$ cat src/hw/rtl/quorum_response_voter_core_macros.svh
// Assertion macros shared by the quorum voter RTL.
`ifndef QUORUM_RESPONSE_VOTER_CORE_MACROS_SVH
`define QUORUM_RESPONSE_VOTER_CORE_MACROS_SVH

// Same-cycle implication, sampled on i_clk, off during reset.
`define QRV_ASSERT_NOW(label, cond, prop) \
    label: assert property (@(posedge i_clk) disable iff (!i_rst_n) (cond) |-> (prop)) \
        else $error("qrv assertion failed");

// Next-cycle implication, sampled on i_clk, off during reset.
`define QRV_ASSERT_NEXT(label, cond, prop) \
    label: assert property (@(posedge i_clk) disable iff (!i_rst_n) (cond) |=> (prop)) \
        else $error("qrv assertion failed");

`endif

$ cat src/hw/rtl/qrv_pkg.sv
// Types and constants for the quorum response voter.
package qrv_pkg;

    localparam int EXP_W      = 4;
    localparam int CNT_W      = 4;
    localparam int CHK_W      = 32;
    localparam int TAG_W      = 16;
    localparam int OUTCOME_W  = 2;
    localparam int KEPT_SLOTS = 3;

    localparam int MAX_REPLICAS_DEF = 8;

    localparam int QUEUE_DEPTH = 2;
    localparam int QPTR_W      = (QUEUE_DEPTH > 1) ? $clog2(QUEUE_DEPTH) : 1;
    localparam int QCNT_W      = $clog2(QUEUE_DEPTH + 1);

    typedef enum logic [1:0] {
        CMD_START,
        CMD_GOOD,
        CMD_ERROR
    } t_cmd_kind;

    typedef enum logic [OUTCOME_W-1:0] {
        OUT_PENDING,
        OUT_AGREED,
        OUT_NO_QUORUM,
        OUT_MISMATCH
    } t_outcome;

    typedef struct packed {
        t_cmd_kind          kind;
        logic [EXP_W-1:0]   expected;
        logic [CNT_W-1:0]   quorum;
        logic [CHK_W-1:0]   checksum;
        logic [TAG_W-1:0]   tag;
    } t_cmd;

    typedef struct packed {
        logic              empty;
        logic              full;
        logic [QCNT_W-1:0] count;
    } t_q_stat;

endpackage

$ cat src/hw/rtl/qrv_if.sv
// Request and response channel interfaces of the quorum voter.
interface qrv_req_if;
    logic                       valid;
    logic                       ready;
    logic                       action;
    logic [qrv_pkg::EXP_W-1:0]  expected_replies;
    logic                       err_flag;
    logic [qrv_pkg::CHK_W-1:0]  payload_checksum;
    logic [qrv_pkg::TAG_W-1:0]  reply_tag;

    modport source (
        output valid, action, expected_replies, err_flag, payload_checksum, reply_tag,
        input  ready
    );
    modport sink (
        input  valid, action, expected_replies, err_flag, payload_checksum, reply_tag,
        output ready
    );
endinterface

interface qrv_rsp_if;
    logic                          valid;
    logic                          ready;
    logic                          decided;
    logic [qrv_pkg::OUTCOME_W-1:0] outcome;
    logic [qrv_pkg::TAG_W-1:0]     chosen_tag;
    logic [qrv_pkg::CNT_W-1:0]     good_count;
    logic [qrv_pkg::CNT_W-1:0]     error_count;
    logic                          overflow;

    modport source (
        output valid, decided, outcome, chosen_tag, good_count, error_count, overflow,
        input  ready
    );
    modport sink (
        input  valid, decided, outcome, chosen_tag, good_count, error_count, overflow,
        output ready
    );
endinterface

$ cat src/hw/rtl/quorum_response_voter_core.sv
// Quorum response voter top level: front end, command queue and vote engine.
//
// Usage:
//   i_req carries one beat per item: action 0 opens a request with an expected
//   replica count (0 taken as 1, capped at MAX_REPLICAS), action 1 submits a
//   reply with its error flag, payload checksum and tag.
//   o_rsp returns exactly one beat per request beat, in order: decided,
//   outcome, chosen tag, good and error counts, and the overflow flag.
// Timing:
//   An accepted beat is written into the queue, then applied by the vote engine
//   once its output slot is free, and its registered result shows on o_rsp.
//   One beat per cycle is sustained while o_rsp does not stall; the vote state
//   update (counters and three checksum compares) is combinational in the engine.
// Reset:
//   Synchronous, active low; clears the queue, the output valid and the vote
//   state, so a reply before any start reports overflow and pending.
// Backpressure:
//   While o_rsp stalls the engine holds its result and the two-entry queue
//   keeps taking beats; i_req.ready drops only when the queue is full.
`include "quorum_response_voter_core_macros.svh"

module quorum_response_voter_core #(
    parameter int MAX_REPLICAS = qrv_pkg::MAX_REPLICAS_DEF
) (
    input  logic        i_clk,
    input  logic        i_rst_n,
    qrv_req_if.sink     i_req,
    qrv_rsp_if.source   o_rsp
);

    logic              q_push;
    logic              q_pop;
    qrv_pkg::t_cmd     q_in;
    qrv_pkg::t_cmd     q_head;
    qrv_pkg::t_q_stat  q_stat;

    qrv_front #(
        .MAX_REPLICAS (MAX_REPLICAS)
    ) u_front (
        .i_req  (i_req),
        .i_full (q_stat.full),
        .o_push (q_push),
        .o_cmd  (q_in)
    );

    qrv_queue u_queue (
        .i_clk   (i_clk),
        .i_rst_n (i_rst_n),
        .i_push  (q_push),
        .i_cmd   (q_in),
        .i_pop   (q_pop),
        .o_head  (q_head),
        .o_stat  (q_stat)
    );

    qrv_back u_back (
        .i_clk   (i_clk),
        .i_rst_n (i_rst_n),
        .i_head  (q_head),
        .i_stat  (q_stat),
        .o_pop   (q_pop),
        .o_rsp   (o_rsp)
    );

    // queue never holds more than its depth
    `QRV_ASSERT_NOW(a_queue_bound, 1'b1, q_stat.count <= qrv_pkg::QUEUE_DEPTH)
    // a queued command with a free output slot produces a result beat next cycle
    `QRV_ASSERT_NEXT(a_drain, !q_stat.empty && (!o_rsp.valid || o_rsp.ready), o_rsp.valid)
    // agreement needs at least one good reply
    `QRV_ASSERT_NOW(a_agree_good, o_rsp.valid && (o_rsp.outcome == qrv_pkg::OUT_AGREED), o_rsp.good_count != '0)
    // quorum can only be lost through error replies
    `QRV_ASSERT_NOW(a_noq_err, o_rsp.valid && (o_rsp.outcome == qrv_pkg::OUT_NO_QUORUM), o_rsp.error_count != '0)

endmodule

$ cat src/hw/rtl/qrv_front.sv
// Front end: takes request beats and classifies them into voter commands.
module qrv_front #(
    parameter int MAX_REPLICAS = qrv_pkg::MAX_REPLICAS_DEF
) (
    qrv_req_if.sink        i_req,
    input  logic           i_full,
    output logic           o_push,
    output qrv_pkg::t_cmd  o_cmd
);

    localparam logic [qrv_pkg::EXP_W-1:0] MaxExp = qrv_pkg::EXP_W'(MAX_REPLICAS);

    logic [qrv_pkg::EXP_W-1:0] exp_sat;

    assign i_req.ready = !i_full;
    assign o_push      = i_req.valid && !i_full;

    always_comb begin
        // zero means one replica, anything above the limit saturates
        if (i_req.expected_replies == '0) begin
            exp_sat = qrv_pkg::EXP_W'(1);
        end else if (i_req.expected_replies > MaxExp) begin
            exp_sat = MaxExp;
        end else begin
            exp_sat = i_req.expected_replies;
        end

        if (!i_req.action) begin
            o_cmd.kind = qrv_pkg::CMD_START;
        end else if (i_req.err_flag) begin
            o_cmd.kind = qrv_pkg::CMD_ERROR;
        end else begin
            o_cmd.kind = qrv_pkg::CMD_GOOD;
        end
        o_cmd.expected = exp_sat;
        o_cmd.quorum   = qrv_pkg::CNT_W'(exp_sat >> 1) + qrv_pkg::CNT_W'(1);
        o_cmd.checksum = i_req.payload_checksum;
        o_cmd.tag      = i_req.reply_tag;
    end

endmodule

$ cat src/hw/rtl/qrv_queue.sv
// Short command queue between the front end and the vote engine.
module qrv_queue (
    input  logic              i_clk,
    input  logic              i_rst_n,
    input  logic              i_push,
    input  qrv_pkg::t_cmd     i_cmd,
    input  logic              i_pop,
    output qrv_pkg::t_cmd     o_head,
    output qrv_pkg::t_q_stat  o_stat
);

    localparam int Depth = qrv_pkg::QUEUE_DEPTH;
    localparam logic [qrv_pkg::QPTR_W-1:0] LastPtr = qrv_pkg::QPTR_W'(Depth - 1);
    localparam logic [qrv_pkg::QCNT_W-1:0] FullCnt = qrv_pkg::QCNT_W'(Depth);

    qrv_pkg::t_cmd               r_mem [Depth];
    logic [qrv_pkg::QPTR_W-1:0]  r_wr_ptr;
    logic [qrv_pkg::QPTR_W-1:0]  r_rd_ptr;
    logic [qrv_pkg::QCNT_W-1:0]  r_count;
    logic [qrv_pkg::QPTR_W-1:0]  n_wr_ptr;
    logic [qrv_pkg::QPTR_W-1:0]  n_rd_ptr;
    logic [qrv_pkg::QCNT_W-1:0]  n_count;
    logic                        do_push;
    logic                        do_pop;

    assign do_push = i_push && (r_count != FullCnt);
    assign do_pop  = i_pop && (r_count != '0);

    assign o_head       = r_mem[r_rd_ptr];
    assign o_stat.empty = (r_count == '0);
    assign o_stat.full  = (r_count == FullCnt);
    assign o_stat.count = r_count;

    always_comb begin
        n_wr_ptr = r_wr_ptr;
        n_rd_ptr = r_rd_ptr;
        n_count  = r_count;
        if (do_push) begin
            n_wr_ptr = (r_wr_ptr == LastPtr) ? '0 : r_wr_ptr + qrv_pkg::QPTR_W'(1);
        end
        if (do_pop) begin
            n_rd_ptr = (r_rd_ptr == LastPtr) ? '0 : r_rd_ptr + qrv_pkg::QPTR_W'(1);
        end
        if (do_push && !do_pop) begin
            n_count = r_count + qrv_pkg::QCNT_W'(1);
        end else if (do_pop && !do_push) begin
            n_count = r_count - qrv_pkg::QCNT_W'(1);
        end
    end

    always_ff @(posedge i_clk) begin
        if (!i_rst_n) begin
            r_wr_ptr <= '0;
            r_rd_ptr <= '0;
            r_count  <= '0;
        end else begin
            r_wr_ptr <= n_wr_ptr;
            r_rd_ptr <= n_rd_ptr;
            r_count  <= n_count;
        end
    end

    always_ff @(posedge i_clk) begin
        if (do_push) begin
            r_mem[r_wr_ptr] <= i_cmd;
        end
    end

endmodule

$ cat src/hw/rtl/qrv_back.sv
// Vote engine: applies commands to the vote state and registers each result beat.
module qrv_back (
    input  logic              i_clk,
    input  logic              i_rst_n,
    input  qrv_pkg::t_cmd     i_head,
    input  qrv_pkg::t_q_stat  i_stat,
    output logic              o_pop,
    qrv_rsp_if.source         o_rsp
);

    localparam int SumW = qrv_pkg::CNT_W + 1;
    localparam int CntW = qrv_pkg::CNT_W;

    logic [qrv_pkg::EXP_W-1:0]  r_expected;
    logic [CntW-1:0]            r_quorum;
    logic [CntW-1:0]            r_good;
    logic [CntW-1:0]            r_error;
    logic                       r_have_err;
    logic [qrv_pkg::TAG_W-1:0]  r_first_err_tag;
    logic [qrv_pkg::CHK_W-1:0]  r_chk [qrv_pkg::KEPT_SLOTS];
    logic [qrv_pkg::TAG_W-1:0]  r_tag [qrv_pkg::KEPT_SLOTS];

    logic                       r_valid;
    logic                       r_decided;
    qrv_pkg::t_outcome          r_outcome;
    logic [qrv_pkg::TAG_W-1:0]  r_chosen;
    logic                       r_overflow;

    logic [qrv_pkg::EXP_W-1:0]  n_expected;
    logic [CntW-1:0]            n_quorum;
    logic [CntW-1:0]            n_good;
    logic [CntW-1:0]            n_error;
    logic                       n_have_err;
    logic [qrv_pkg::TAG_W-1:0]  n_first_err_tag;
    logic [qrv_pkg::CHK_W-1:0]  n_chk [qrv_pkg::KEPT_SLOTS];
    logic [qrv_pkg::TAG_W-1:0]  n_tag [qrv_pkg::KEPT_SLOTS];
    qrv_pkg::t_outcome          n_outcome;
    logic [qrv_pkg::TAG_W-1:0]  n_chosen;
    logic                       n_overflow;

    logic                       full_up;
    logic                       agree;
    logic [qrv_pkg::TAG_W-1:0]  agree_tag;
    logic [SumW-1:0]            seen;
    logic [SumW-1:0]            exp_w;

    assign o_pop = !i_stat.empty && (!r_valid || o_rsp.ready);

    assign full_up = ({1'b0, r_good} + {1'b0, r_error}) >= {{(SumW - qrv_pkg::EXP_W){1'b0}},
                                                             r_expected};

    always_comb begin
        n_expected      = r_expected;
        n_quorum        = r_quorum;
        n_good          = r_good;
        n_error         = r_error;
        n_have_err      = r_have_err;
        n_first_err_tag = r_first_err_tag;
        n_overflow      = 1'b0;
        for (int i = 0; i < qrv_pkg::KEPT_SLOTS; i++) begin
            n_chk[i] = r_chk[i];
            n_tag[i] = r_tag[i];
        end

        case (i_head.kind)
            qrv_pkg::CMD_START: begin
                n_expected = i_head.expected;
                n_quorum   = i_head.quorum;
                n_good     = '0;
                n_error    = '0;
                n_have_err = 1'b0;
            end
            qrv_pkg::CMD_ERROR: begin
                if (full_up) begin
                    n_overflow = 1'b1;
                end else begin
                    if (!r_have_err) begin
                        n_have_err      = 1'b1;
                        n_first_err_tag = i_head.tag;
                    end
                    n_error = r_error + CntW'(1);
                end
            end
            qrv_pkg::CMD_GOOD: begin
                if (full_up) begin
                    n_overflow = 1'b1;
                end else begin
                    for (int i = 0; i < qrv_pkg::KEPT_SLOTS; i++) begin
                        if (r_good == CntW'(i)) begin
                            n_chk[i] = i_head.checksum;
                            n_tag[i] = i_head.tag;
                        end
                    end
                    n_good = r_good + CntW'(1);
                end
            end
            default: begin
                n_overflow = 1'b0;
            end
        endcase

        // agreement search on the updated slots; slot 2 only once three goods are in
        agree     = 1'b0;
        agree_tag = n_tag[0];
        if (n_quorum == CntW'(1) && n_good == CntW'(1)) begin
            agree = 1'b1;
        end else if (n_good >= n_quorum && n_good >= CntW'(2)) begin
            if (n_chk[0] == n_chk[1]) begin
                agree = 1'b1;
            end else if (n_good >= CntW'(3)) begin
                if (n_chk[1] == n_chk[2]) begin
                    agree     = 1'b1;
                    agree_tag = n_tag[1];
                end else if (n_chk[0] == n_chk[2]) begin
                    agree = 1'b1;
                end
            end
        end

        seen  = {1'b0, n_good} + {1'b0, n_error};
        exp_w = {{(SumW - qrv_pkg::EXP_W){1'b0}}, n_expected};

        n_outcome = qrv_pkg::OUT_PENDING;
        n_chosen  = '0;
        if (n_expected != '0) begin
            if (n_good >= n_quorum) begin
                if (agree) begin
                    n_outcome = qrv_pkg::OUT_AGREED;
                    n_chosen  = agree_tag;
                end else if (seen == exp_w) begin
                    n_outcome = qrv_pkg::OUT_MISMATCH;
                end
            end else if ((exp_w - {1'b0, n_error}) < {1'b0, n_quorum}) begin
                // even every outstanding reply good would fall short
                n_outcome = qrv_pkg::OUT_NO_QUORUM;
                n_chosen  = n_have_err ? n_first_err_tag : '0;
            end
        end
    end

    always_ff @(posedge i_clk) begin
        if (!i_rst_n) begin
            r_expected <= '0;
            r_quorum   <= '0;
            r_good     <= '0;
            r_error    <= '0;
            r_have_err <= 1'b0;
            r_valid    <= 1'b0;
        end else begin
            if (o_pop) begin
                r_expected <= n_expected;
                r_quorum   <= n_quorum;
                r_good     <= n_good;
                r_error    <= n_error;
                r_have_err <= n_have_err;
                r_valid    <= 1'b1;
            end else if (o_rsp.ready) begin
                r_valid <= 1'b0;
            end
        end
    end

    always_ff @(posedge i_clk) begin
        if (o_pop) begin
            r_first_err_tag <= n_first_err_tag;
            for (int i = 0; i < qrv_pkg::KEPT_SLOTS; i++) begin
                r_chk[i] <= n_chk[i];
                r_tag[i] <= n_tag[i];
            end
            r_decided  <= (n_outcome != qrv_pkg::OUT_PENDING);
            r_outcome  <= n_outcome;
            r_chosen   <= n_chosen;
            r_overflow <= n_overflow;
        end
    end

    assign o_rsp.valid       = r_valid;
    assign o_rsp.decided     = r_decided;
    assign o_rsp.outcome     = r_outcome;
    assign o_rsp.chosen_tag  = r_chosen;
    assign o_rsp.good_count  = r_good;
    assign o_rsp.error_count = r_error;
    assign o_rsp.overflow    = r_overflow;

endmodule

$ cat src/flat_wrapper.sv
// flat-port wrapper written by rule: the top's interface ports become plain ports
module quorum_response_voter_core_flat 
#(
    parameter int MAX_REPLICAS = qrv_pkg::MAX_REPLICAS_DEF
)
  (i_clk, i_rst_n, i_req_valid, i_req_action, i_req_expected_replies, i_req_err_flag, i_req_payload_checksum, i_req_reply_tag, i_req_ready, o_rsp_valid, o_rsp_decided, o_rsp_outcome, o_rsp_chosen_tag, o_rsp_good_count, o_rsp_error_count, o_rsp_overflow, o_rsp_ready);
  qrv_req_if i_req_i ();
  qrv_rsp_if o_rsp_i ();
  input  logic i_clk;
  input  logic i_rst_n;
  input wire logic [$bits(i_req_i.valid)-1:0] i_req_valid;
  input wire logic [$bits(i_req_i.action)-1:0] i_req_action;
  input wire logic [$bits(i_req_i.expected_replies)-1:0] i_req_expected_replies;
  input wire logic [$bits(i_req_i.err_flag)-1:0] i_req_err_flag;
  input wire logic [$bits(i_req_i.payload_checksum)-1:0] i_req_payload_checksum;
  input wire logic [$bits(i_req_i.reply_tag)-1:0] i_req_reply_tag;
  output wire logic [$bits(i_req_i.ready)-1:0] i_req_ready;
  output wire logic [$bits(o_rsp_i.valid)-1:0] o_rsp_valid;
  output wire logic [$bits(o_rsp_i.decided)-1:0] o_rsp_decided;
  output wire logic [$bits(o_rsp_i.outcome)-1:0] o_rsp_outcome;
  output wire logic [$bits(o_rsp_i.chosen_tag)-1:0] o_rsp_chosen_tag;
  output wire logic [$bits(o_rsp_i.good_count)-1:0] o_rsp_good_count;
  output wire logic [$bits(o_rsp_i.error_count)-1:0] o_rsp_error_count;
  output wire logic [$bits(o_rsp_i.overflow)-1:0] o_rsp_overflow;
  input wire logic [$bits(o_rsp_i.ready)-1:0] o_rsp_ready;
  assign i_req_i.valid = i_req_valid;
  assign i_req_i.action = i_req_action;
  assign i_req_i.expected_replies = i_req_expected_replies;
  assign i_req_i.err_flag = i_req_err_flag;
  assign i_req_i.payload_checksum = i_req_payload_checksum;
  assign i_req_i.reply_tag = i_req_reply_tag;
  assign i_req_ready = i_req_i.ready;
  assign o_rsp_valid = o_rsp_i.valid;
  assign o_rsp_decided = o_rsp_i.decided;
  assign o_rsp_outcome = o_rsp_i.outcome;
  assign o_rsp_chosen_tag = o_rsp_i.chosen_tag;
  assign o_rsp_good_count = o_rsp_i.good_count;
  assign o_rsp_error_count = o_rsp_i.error_count;
  assign o_rsp_overflow = o_rsp_i.overflow;
  assign o_rsp_i.ready = o_rsp_ready;
  quorum_response_voter_core #(.MAX_REPLICAS(MAX_REPLICAS)) u_core (.i_clk(i_clk), .i_rst_n(i_rst_n), .i_req(i_req_i), .o_rsp(o_rsp_i));
endmodule
$ cat config.mk
export PLATFORM = sky130hd
export DESIGN_NAME = quorum_response_voter_core_flat
export DESIGN_NICKNAME = d
export VERILOG_FILES = /design/src/hw/rtl/qrv_pkg.sv /design/src/hw/rtl/qrv_if.sv /design/src/hw/rtl/quorum_response_voter_core.sv /design/src/hw/rtl/qrv_front.sv /design/src/hw/rtl/qrv_queue.sv /design/src/hw/rtl/qrv_back.sv /design/src/flat_wrapper.sv
export VERILOG_INCLUDE_DIRS = /design/src /design/src/hw/rtl
export SDC_FILE = /design/constraint.sdc
export NUM_CORES = 1
export LEC_CHECK = 0
export ABC_CLOCK_PERIOD_IN_PS = 8900
export BUFFER_PORTS_ARGS = -buffer_cell sky130_fd_sc_hd__buf_2
export CORE_ASPECT_RATIO = 2
export CORE_MARGIN = 2
export CORE_UTILIZATION = 50
export CTS_CLUSTER_SIZE = 25
export DETAILED_ROUTE_END_ITERATION = 7
export PLACE_DENSITY = 0.67
export REMOVE_ABC_BUFFERS = 1
export SLEW_MARGIN = 40
export SYNTH_ARGS = -nofsm -noshare
export SYNTH_HDL_FRONTEND = slang
export SYNTH_SLANG_ARGS = --single-unit
export TNS_END_PERCENT = 10
$ cat constraint.sdc
create_clock -name i_clk -period 8.9 [get_ports i_clk]
set_input_delay 0.445 -clock i_clk [delete_from_list [all_inputs] [get_ports i_clk]]
set_output_delay 0.445 -clock i_clk [all_outputs]
set_load 0.02 [all_outputs]
# Word-level counts from Yosys, hierarchy flattened
# Memories as Yosys holds them, arrays and structs flattened. A register that Yosys moved wholly into a read port is not among the register bits.
# Index checks and enable logic that the tools add are counted.
word_totals:
  out_inout_bits: 30
  regBits: 58
  inputBits: 58
  n_memories: 3
  ramBits: 260
  wordCells: 131
memory_table:
  columns: ["memory", "depth", "word_bits", "read_ports", "rd_ports_with_merged_regs", "write_ports", "line", "text"]
  rows:
  - ["u_core.u_queue.r_mem", 2, 58, 1, 1, 1, "qrv_queue.sv:16", "qrv_pkg::t_cmd r_mem [Depth];"]
  - ["u_core.u_back.r_chk", 3, 32, 3, 0, 3, "qrv_back.sv:20", "logic [qrv_pkg::CHK_W-1:0] r_chk [qrv_pkg::KEPT_SLOTS];"]
  - ["u_core.u_back.r_tag", 3, 16, 2, 0, 3, "qrv_back.sv:21", "logic [qrv_pkg::TAG_W-1:0] r_tag [qrv_pkg::KEPT_SLOTS];"]
classes:
  n_reduce_logical: 25
  n_mux: 58
  n_lt_le_gt_ge: 6
  n_eq_ne: 15
  addsub: 10
op_table:
  columns: ["op", "count"]
  rows:
  - ["$mux 16", 15]
  - ["$mux 96", 2]
  - ["$eq 32x32->1", 3]
  - ["$mux 32", 3]
  - ["$mux 48", 2]
  - ["$mux 4", 6]
  - ["$mux 1", 18]
  - ["$mux 2", 9]
  - ["$pmux 4 s2", 2]
  - ["$eq 4x1->1 const B", 3]
  - ["$add 4x4->5", 2]
  - ["$add 4x1->4 const B", 2]
  - ["$ge 4x2->1 const B", 2]
  - ["$logic_and 1x1->1", 8]
  - ["$logic_not 4->1", 2]
  - ["$reduce_bool 2->1", 4]
  - ["$eq 5x4->1", 1]
  - ["$ge 5x4->1", 1]
  - ["$logic_not 1->1", 5]
  - ["$lt 5x4->1", 1]
  - ["$sub 4x4->5", 1]
  - ["$add 3x1->4 const B", 1]
  - ["$eq 2x2->1 const B", 2]
  - ["$eq 4x2->1 const B", 1]
  - ["15 further kinds", 18]

# Longest topological paths before layout
# Gate-level depths: netlist (run 1).
depth:
  word_depth: 15
  mapped_depth: 23
  ltp_nobuf: 22

# Hierarchy
# A second synthesis (run 1) with hierarchy kept.
unflattened:
  hier_cells: 1673
  area_unflattened_um2: 18047.3
by_module_without_submodules:
  columns: ["module", "seq_area_each_um2", "instances", "cells_each", "area_each_um2"]
  rows:
  - ["qrv_back", 5285.1, 1, 1406, 13182.6]
  - ["qrv_queue", 3583.4, 1, 205, 4415.5]
  - ["qrv_front", 0.0, 1, 62, 449.2]

# Worst setup path before layout (run 1)
# OpenSTA, ideal clock, no wires.
synth_timing:
  path_type: "register to register"
  startpoint: "register u_core.u_back.r_valid, in the netlist u_core.u_back.o_rsp.valid"
  endpoint: "register u_core.u_back.r_chosen, in the netlist u_core.u_back.o_rsp.chosen_tag[0] (enable)"
  setup_slack_ps: 2623
  setup_time_ps: 592
  t_arrival_ps: 5685
  n_path_buf: 2
  synth_period_minus_slack_ps: 6277
  t_required_ps: 8308
  path_stages_with_launch: 6
  path_cell_list: "dfxtp_1 nor2b_1 or2_2 clkbuf_1 inv_1 buf_1"
synth_between:
  elab_chain_len: 3
synth_rtl:
  columns: ["element", "line", "text"]
  rows:
  - ["start: declaration", "qrv_back.sv:23", "logic r_valid;"]
  - ["start signal: assignment", "qrv_back.sv:148", "r_valid <= 1'b0;"]
  - ["start signal: assignment", "qrv_back.sv:156", "r_valid <= 1'b1;"]
  - ["start signal: assignment", "qrv_back.sv:158", "r_valid <= 1'b0;"]
  - ["$logic_not 1->1", "qrv_back.sv:47", "assign o_pop = !i_stat.empty && (!r_valid || o_rsp.ready);"]
  - ["$logic_or 1x1->1", "qrv_back.sv:47", null]
  - ["$logic_and 1x1->1", "qrv_back.sv:47", null]
  - ["named net u_core.q_pop", "quorum_response_voter_core.sv:32", "logic q_pop;"]
  - ["end signal: assignment", "qrv_back.sv:172", "r_chosen <= n_chosen;"]
  - ["end: declaration", "qrv_back.sv:26", "logic [qrv_pkg::TAG_W-1:0] r_chosen;"]
# The timed path passes the listed nets, and every way through them passes these cells.
# A chain may end at the register's enable or synchronous reset.

# Worst setup path after layout (run 1)
layout_timing:
  startpoint: "register u_core.u_back.r_good[1], in the netlist u_core.u_back.o_rsp.good_count[1]"
  endpoint: "register u_core.u_back.r_chosen, in the netlist u_core.u_back.o_rsp.chosen_tag[8] (data pin)"
layout_between:
  elab_chain_len: 13
  word_cells_on_any_way: 49
  cone_classes: "add/sub: 3; order compare: 5; eq/ne: 6; mux: 32; reduce/logical: 3"
layout_rtl:
  columns: ["element", "line", "text"]
  rows:
  - ["start: declaration", "qrv_back.sv:16", "logic [CntW-1:0] r_good;"]
  - ["start signal: assignment", "qrv_back.sv:153", "r_good <= n_good;"]
  - ["$add 4x4->5, or another cell as far along", "qrv_back.sv:49", "assign full_up = ({1'b0, r_good} + {1'b0, r_error}) >= {{(SumW - qrv_pkg::EXP_W){1'b0}},"]
  - ["$ge 5x4->1 / $mux 32 (equally long branches)", "qrv_back.sv:49, qrv_back.sv:89", null]
  - ["$mux 96", "qrv_back.sv:85", "if (full_up) begin"]
  - ["$mux 96", "qrv_back.sv:65", "case (i_head.kind)"]
  - ["$eq 32x32->1", "qrv_back.sv:114", "end else if (n_chk[0] == n_chk[2]) begin"]
  - ["$mux 1", "qrv_back.sv:114", null]
  - ["$mux 1", "qrv_back.sv:111", "if (n_chk[1] == n_chk[2]) begin"]
  - ["$mux 1", "qrv_back.sv:110", "end else if (n_good >= CntW'(3)) begin"]
  - ["$mux 1", "qrv_back.sv:108", "if (n_chk[0] == n_chk[1]) begin"]
  - ["$mux 1", "qrv_back.sv:107", "end else if (n_good >= n_quorum && n_good >= CntW'(2)) begin"]
  - ["$mux 1", "qrv_back.sv:105", "if (n_quorum == CntW'(1) && n_good == CntW'(1)) begin"]
  - ["$mux 16", "qrv_back.sv:127", "if (agree) begin"]
  - ["$mux 16 *", "qrv_back.sv:126", "if (n_good >= n_quorum) begin"]
# Every way passes the cells marked *; elsewhere a longest branch is shown, timed or not. The select of a mux whose other input is x is not followed.

==> results.toml, run 1 <==
[hold_path]
hp-class = "primary input to register"

[yosys]
ys_ff_latch = 303
syn_area_mm2 = 0.01694
async_reset_ff_frac = 0
ys_seq_area_frac = 0.5234
synth_ff_type = "edfxtp_1"
ys.warnings.count = 0
ys_types = 78
synth_edf_count = 280
synth_cells = 1549
syn_avg_cell_area_um2 = 10.94

[timing]
drv_slew = 0
rsz0062_at_grt = "no"
fmax_mhz = 158.2
finClkSkew_ns = 0.01550
worst_slew_pin_slew_ns = 0.8584
fin_crit_sh = 0.7100
relSlewSlack = 0.4113
hold_viol_final = 0
fin_crit_ns = 6.319
setup_viol = 0

[detailed_routing]
routed_wl_um = 47040
wl_per_cell_um = 22.77
dr_total_vias = 12520
detail_route.first_pass.iterations = 7
drc = 0
vias_per_cell = 6.058
ant_nets = 0
first_iter_violations = 1079

[clocking]
tritoncts.num_buffers = 28
hold_buffers = 0
cts_root_buffer = "clkbuf_16"
clk_pin_slew_ns = 0.07
post_cts_buffers = 0
cts_buffer_depth = 3
cts.htree.levels = 1
cts_resized = 0
clock_sinks = 303
cts_tree = "yes"
clkLatencyLatePin_ns = 0.57

[layout]
layout-drive-gt1-share = 0.1270
design_area_mm2 = 0.01878
final_cell_mix = "edfxtp_1, o21ai_0, nand2_1, mux2i_1, xnor2_1"
stdcell_count = 2066
antennaDiodeCount = 0
syn_to_final_growth_pct = 10.86
final_common_cell = "edfxtp_1"
fill_cells = 2978
layout.nets = 1703

[placed_design]
gp_congestion = 0.9507
dp.cells = 2015
port_buffers = 87
dpl.hpwl_um = 33140
dpl-instance-area_mm2 = 0.01781

[floorplanning]
io_pins = 88
fp.dieH_um = 264.3
die_w_um = 134.2
row_count = 95
initial_core_util = 0.5054
core_mm2 = 0.03352
die_area_mm2 = 0.03546

[worst_setup_path]
path_max_fanout = 35
end_kind = "register"
reg2reg_slack_ns = 2.58
worstPathRequired_ns = 9.22
cp.arrival_ns = 6.64
start_kind = "register"
worstSetupPathType = "register to register"

[pwr]
leakage_nw = 7.039
powerDensity_mw_per_mm2 = 422.3
vdd_drop_max_uv = 253.9

[grt]
track_usage = 0.2618
grt_pass1_vias = 12430
grt.overflow.total = 0
antenna_found_initial = 0
grt_pass1_wl_um = 70910
grt_start_max_net_pins = 111

[run_status]
status = "complete, no violations"

[job]
drv_cap = 0
[cell type report]
cell class	instances	area, um2	share of cell area
clock buffer	33	739.5	0.03937
clock inverter	18	224.0	0.01192
inverter	86	330.3	0.01759
multi-input combinational	1075	7393	0.3936
sequential	303	8872	0.4724
tap	436	545.5	0.02905
timing repair buffer	115	676.9	0.03604
[Yosys cell counts, drive strengths merged (17+ instances only)]
cell | number | area, um2
a21oi | 56 | 284.0
and2 | 18 | 112.6
buf | 43 | 271.5
clkbuf | 43 | 161.4
dfxtp | 23 | 460.4
edfxtp | 280 | 8408
ha | 33 | 412.9
inv | 86 | 322.8
mux2 | 21 | 236.5
mux2i | 98 | 980.9
nand2 | 148 | 558.0
nand3 | 17 | 85.08
nor2 | 77 | 289.0
nor3 | 31 | 155.2
o211ai | 21 | 157.7
o21ai | 156 | 788.3
xnor2 | 90 | 788.3
xor2 | 32 | 280.3
[metal layers]
layer,part of all wire,GRT usage
met2,0.53,0.4752
met1,0.35,0.2767
met3,0.037,0.02495
met5,0,0
met4,0.084,0.1917
[report_power, final]
part	internal, mW	switching [mW]	total (mW)
combinational	1.36	2.43	3.79
sequential	2.36	0.492	2.86
clock	0.738	0.548	1.29
[flip-flops by register name, indices dropped and copies added, names as in the netlist, 2 cells and up, named ones only]
register	cells
u_core.u_back.o_rsp.error_count	4
u_core.u_back.r_expected	4
u_core.u_back.r_quorum	4
u_core.u_queue.r_count	2
u_core.u_queue.r_mem	116
u_core.u_back.o_rsp.chosen_tag	16
u_core.u_back.r_first_err_tag	16
u_core.u_back.o_rsp.outcome	2
u_core.u_back.r_chk	96
u_core.u_back.r_tag	32
u_core.u_back.o_rsp.good_count	4
[logic make-up (layout without fill, tap and decap cells)]
group / count (synthesis) / in the layout / synth area share
other: 1 / 2 / 0.0002213
and+or+nand+nor: 382 / 382 / 0.1077
xor gates and xnor gates: 122 / 122 / 0.06307
muxes: 119 / 119 / 0.07186
adders and majority gates: 36 / 36 / 0.02792
buffers and inverters: 172 / 252 / 0.04460
DFF: 303 / 303 / 0.5234
AOI/OAI and AO/OA: 414 / 414 / 0.1612
[critical path, cell delays in order (launching register included)]
cell,delay [ns]
dfxtp_1,0.53
ha_1,0.31
a21o_1,0.18
a21oi_1,0.17
xnor2_1,0.09
ha_1,0.17
or2_0,0.26
a21oi_2,0.40
o2111a_2,0.81
buf_4,0.48
o21ai_1,0.13
o311a_1,0.14
a22oi_1,0.36
nand4_1,0.15
or4_1,0.47
or4b_2,0.98
mux2i_1,0.30
o2bb2ai_1,0.09
[path summary, 6_finish.rpt]
kind / cells after the start / startpoint / end
setup / recovery: 17 / u_core.u_back.o_rsp.good_count[1]$_SDFFE_PN0P_ / u_core.u_back.o_rsp.chosen_tag[8]$_SDFFCE_PN0P_
hold / removal: 1 / i_req_payload_checksum[26] / u_core.u_queue.r_mem[0][42]$_DFFE_PP_
setup reg to reg: 17 / u_core.u_back.o_rsp.good_count[1]$_SDFFE_PN0P_ / u_core.u_back.o_rsp.chosen_tag[8]$_SDFFCE_PN0P_
hold reg to reg: 2 / u_core.u_back.r_quorum[0]$_SDFFE_PN0P_ / u_core.u_back.r_quorum[0]$_SDFFE_PN0P_
[through the flow]
| step | total power [mW] | utilization | TNS, ns | hold WS [ns] | setup slack [ns] |
|---|---|---|---|---|---|
| after floorplan | 5.359 | - | -3.076 | 0.4438 | -0.1923 |
| after global placement | 6.509 | 0.5303 | 0 | 0.4559 | 2.713 |
| after detailed placement | 6.618 | 0.5314 | 0 | 0.4856 | 2.670 |
| after CTS | 7.924 | 0.5601 | 0 | 0.03115 | 2.639 |
| after global routing | 8.385 | 0.5603 | 0 | 0.04031 | 2.343 |
| final | 7.931 | 0.5603 | 0 | 0.06116 | 2.581 |
(Power assumes the default switching activity.)
==> run 2, diff against run 1 <==
Settings changed: ABC_CLOCK_PERIOD_IN_PS 8900 to 5610, PLACE_DENSITY 0.67 to 0.7.
Clock period 8.9 ns to 5.61 ns, I/O delays scaled along.
==> results.toml, run 2 (synthesized netlist as in run 1, its figures left out) <==
[run_status]
status = "complete, no violations"

[detailed_routing]
vias_per_cell = 5.969
detail_route.first_pass.iterations = 7
first_iter_violations = 808
wl_per_cell_um = 22.29
ant_nets = 0
dr_total_vias = 12910
drc = 0
routed_wl_um = 48190

[timing]
hold_viol_final = 0
fin_crit_sh = 0.9549
setup_viol = 0
fin_tns_setup_ns = 0
drv_slew = 0
fmax_mhz = 186.7
fin_crit_ns = 5.357
finClkSkew_ns = 0.03627
worst_slew_pin_slew_ns = 0.8049
relSlewSlack = 0.4481
rsz0062_at_grt = "no"
fin_ws_ns = 0.2531

[clocking]
cts_root_buffer = "clkbuf_16"
cts_tree = "yes"
cts_buffer_depth = 3
clk_pin_slew_ns = 0.06
clkLatencyLatePin_ns = 0.59
cts.htree.levels = 1
tritoncts.num_buffers = 27
clock_sinks = 303
post_cts_buffers = 0

[worst_setup_path]
end_kind = "register"
path_max_fanout = 11
worst-path-buf-inv = 3
worstPathCellList = "ha_1 > a21o_1 > a21oi_1 > xnor2_1 > ha_1 > or2_0 > a21oi_2 > buf_4 > o2111ai_4 > buf_4 > nand2_1 > o311a_1 > a22oi_1 > nand4_1 > or4_1 > or4b_1 > buf_4 > mux2i_1 > o2bb2ai_1"
worstPathRequired_ns = 5.94
worstSetupPathType = "register to register"
rr_worst_depth = 19
crit_family = "simple AND/OR/NAND/NOR gates"
cp.depth = 19
slowest_delay_ns = 0.54
cp_slowest_cell = "or4b_1"
start_kind = "register"
cp.arrival_ns = 5.68
crit_top_cell = "buf_4"

[layout]
stdcell_count = 2162
final_cell_mix = "edfxtp_1, o21ai_0, nand2_1, mux2i_1, xnor2_1"
final_common_cell = "edfxtp_1"
top_regs = "u_core.u_queue.r_mem x116, u_core.u_back.r_chk x96, u_core.u_back.r_tag x32"
layout.nets = 1799
fin_util = 0.5836
regMostFlops = "u_core.u_queue.r_mem"
layout-drive-gt1-share = 0.1425
largest_reg_flops = 116
antennaDiodeCount = 0
syn_to_final_growth_pct = 15.46

[floorplanning]
die_w_um = 134.2
fp.dieH_um = 264.3
initial_core_util = 0.5054
core_mm2 = 0.03352
row_count = 95
io_pins = 88
die_area_mm2 = 0.03546

[placed_design]
port_buffers = 87
place_ws_ns = 0.1950
dp.cells = 2061
dpl.hpwl_um = 34730
gp_congestion = 0.9600

[pwr]
vdd_drop_max_uv = 423.7
leakage_nw = 7.423
powerDensity_mw_per_mm2 = 645.4
power_mw = 12.63

[hold_path]
min_path_cells = 2
hp-class = "primary input to register"

[grt]
grt.overflow.total = 0
grt_start_max_net_pins = 98
antenna_found_initial = 0
track_usage = 0.2690
grt_pass1_vias = 13060
grt_pass1_wl_um = 73510

[job]
drv_cap = 0
run 2: metrics by stage:
| stage | hold slack, ns | instance area (um2) |
|---|---|---|
| floorplan | 0.3794 | 16510 |
| global placement | 0.4530 | 18150 |
| detailed placement | 0.4602 | 18200 |
| CTS | 0.02468 | 19540 |
| global route | 0.06856 | 19560 |
| finish | 0.04662 | 19560 |
run 2: final timing paths:
check	end	slack [ns]	from
setup / recovery	u_core.u_back.o_rsp.chosen_tag[11]$_SDFFCE_PN0P_	0.25	u_core.u_back.o_rsp.error_count[1]$_SDFFE_PN0P_
hold / removal	u_core.u_queue.r_mem[1][57]$_DFFE_PP_	0.05	i_req_action
setup reg to reg	u_core.u_back.o_rsp.chosen_tag[11]$_SDFFCE_PN0P_	0.25	u_core.u_back.o_rsp.error_count[1]$_SDFFE_PN0P_
hold reg to reg	u_core.u_back.r_quorum[0]$_SDFFE_PN0P_	0.47	u_core.u_back.r_quorum[0]$_SDFFE_PN0P_
run 2: report_power, final:
group | leakage, nW | switching [mW] | total, mW | internal [mW]
combinational | 4.17 | 3.94 | 6.29 | 2.35
sequential | 2.84 | 0.753 | 4.50 | 3.75
clock | 0.407 | 0.850 | 1.83 | 0.985
total | 7.42 | 5.54 | 12.6 | 7.08
run 2: final cells by class:
| class | instances | area (um2) |
|---|---|---|
| multi-input cells | 1076 | 7417 |
| well taps | 436 | 545.5 |
| flip-flops and latches | 303 | 8872 |
| clock inverters | 15 | 135.1 |
| inverters | 86 | 330.3 |
| clock buffers | 35 | 705.7 |
| fillers | 2866 | 13960 |
| repair buffers | 211 | 1556 |
run 2: metal layers:
layer,vias to the layer above,GRT usage,share of wire
met4,0,0.1895,0.080
li1,6088,-,-
met1,6273,0.2752,0.34
met2,388,0.5015,0.54
met3,156,0.02610,0.038
met5,-,0,0
run 2: timing repair:
| action | in CTS | in global routing |
|---|---|---|
| resized for setup | 0 | 3 |
| hold buffers | 50 | 0 |
| setup endpoints to repair | 0 | 18 |
| endpoints found under the hold margin | 100 | 0 |
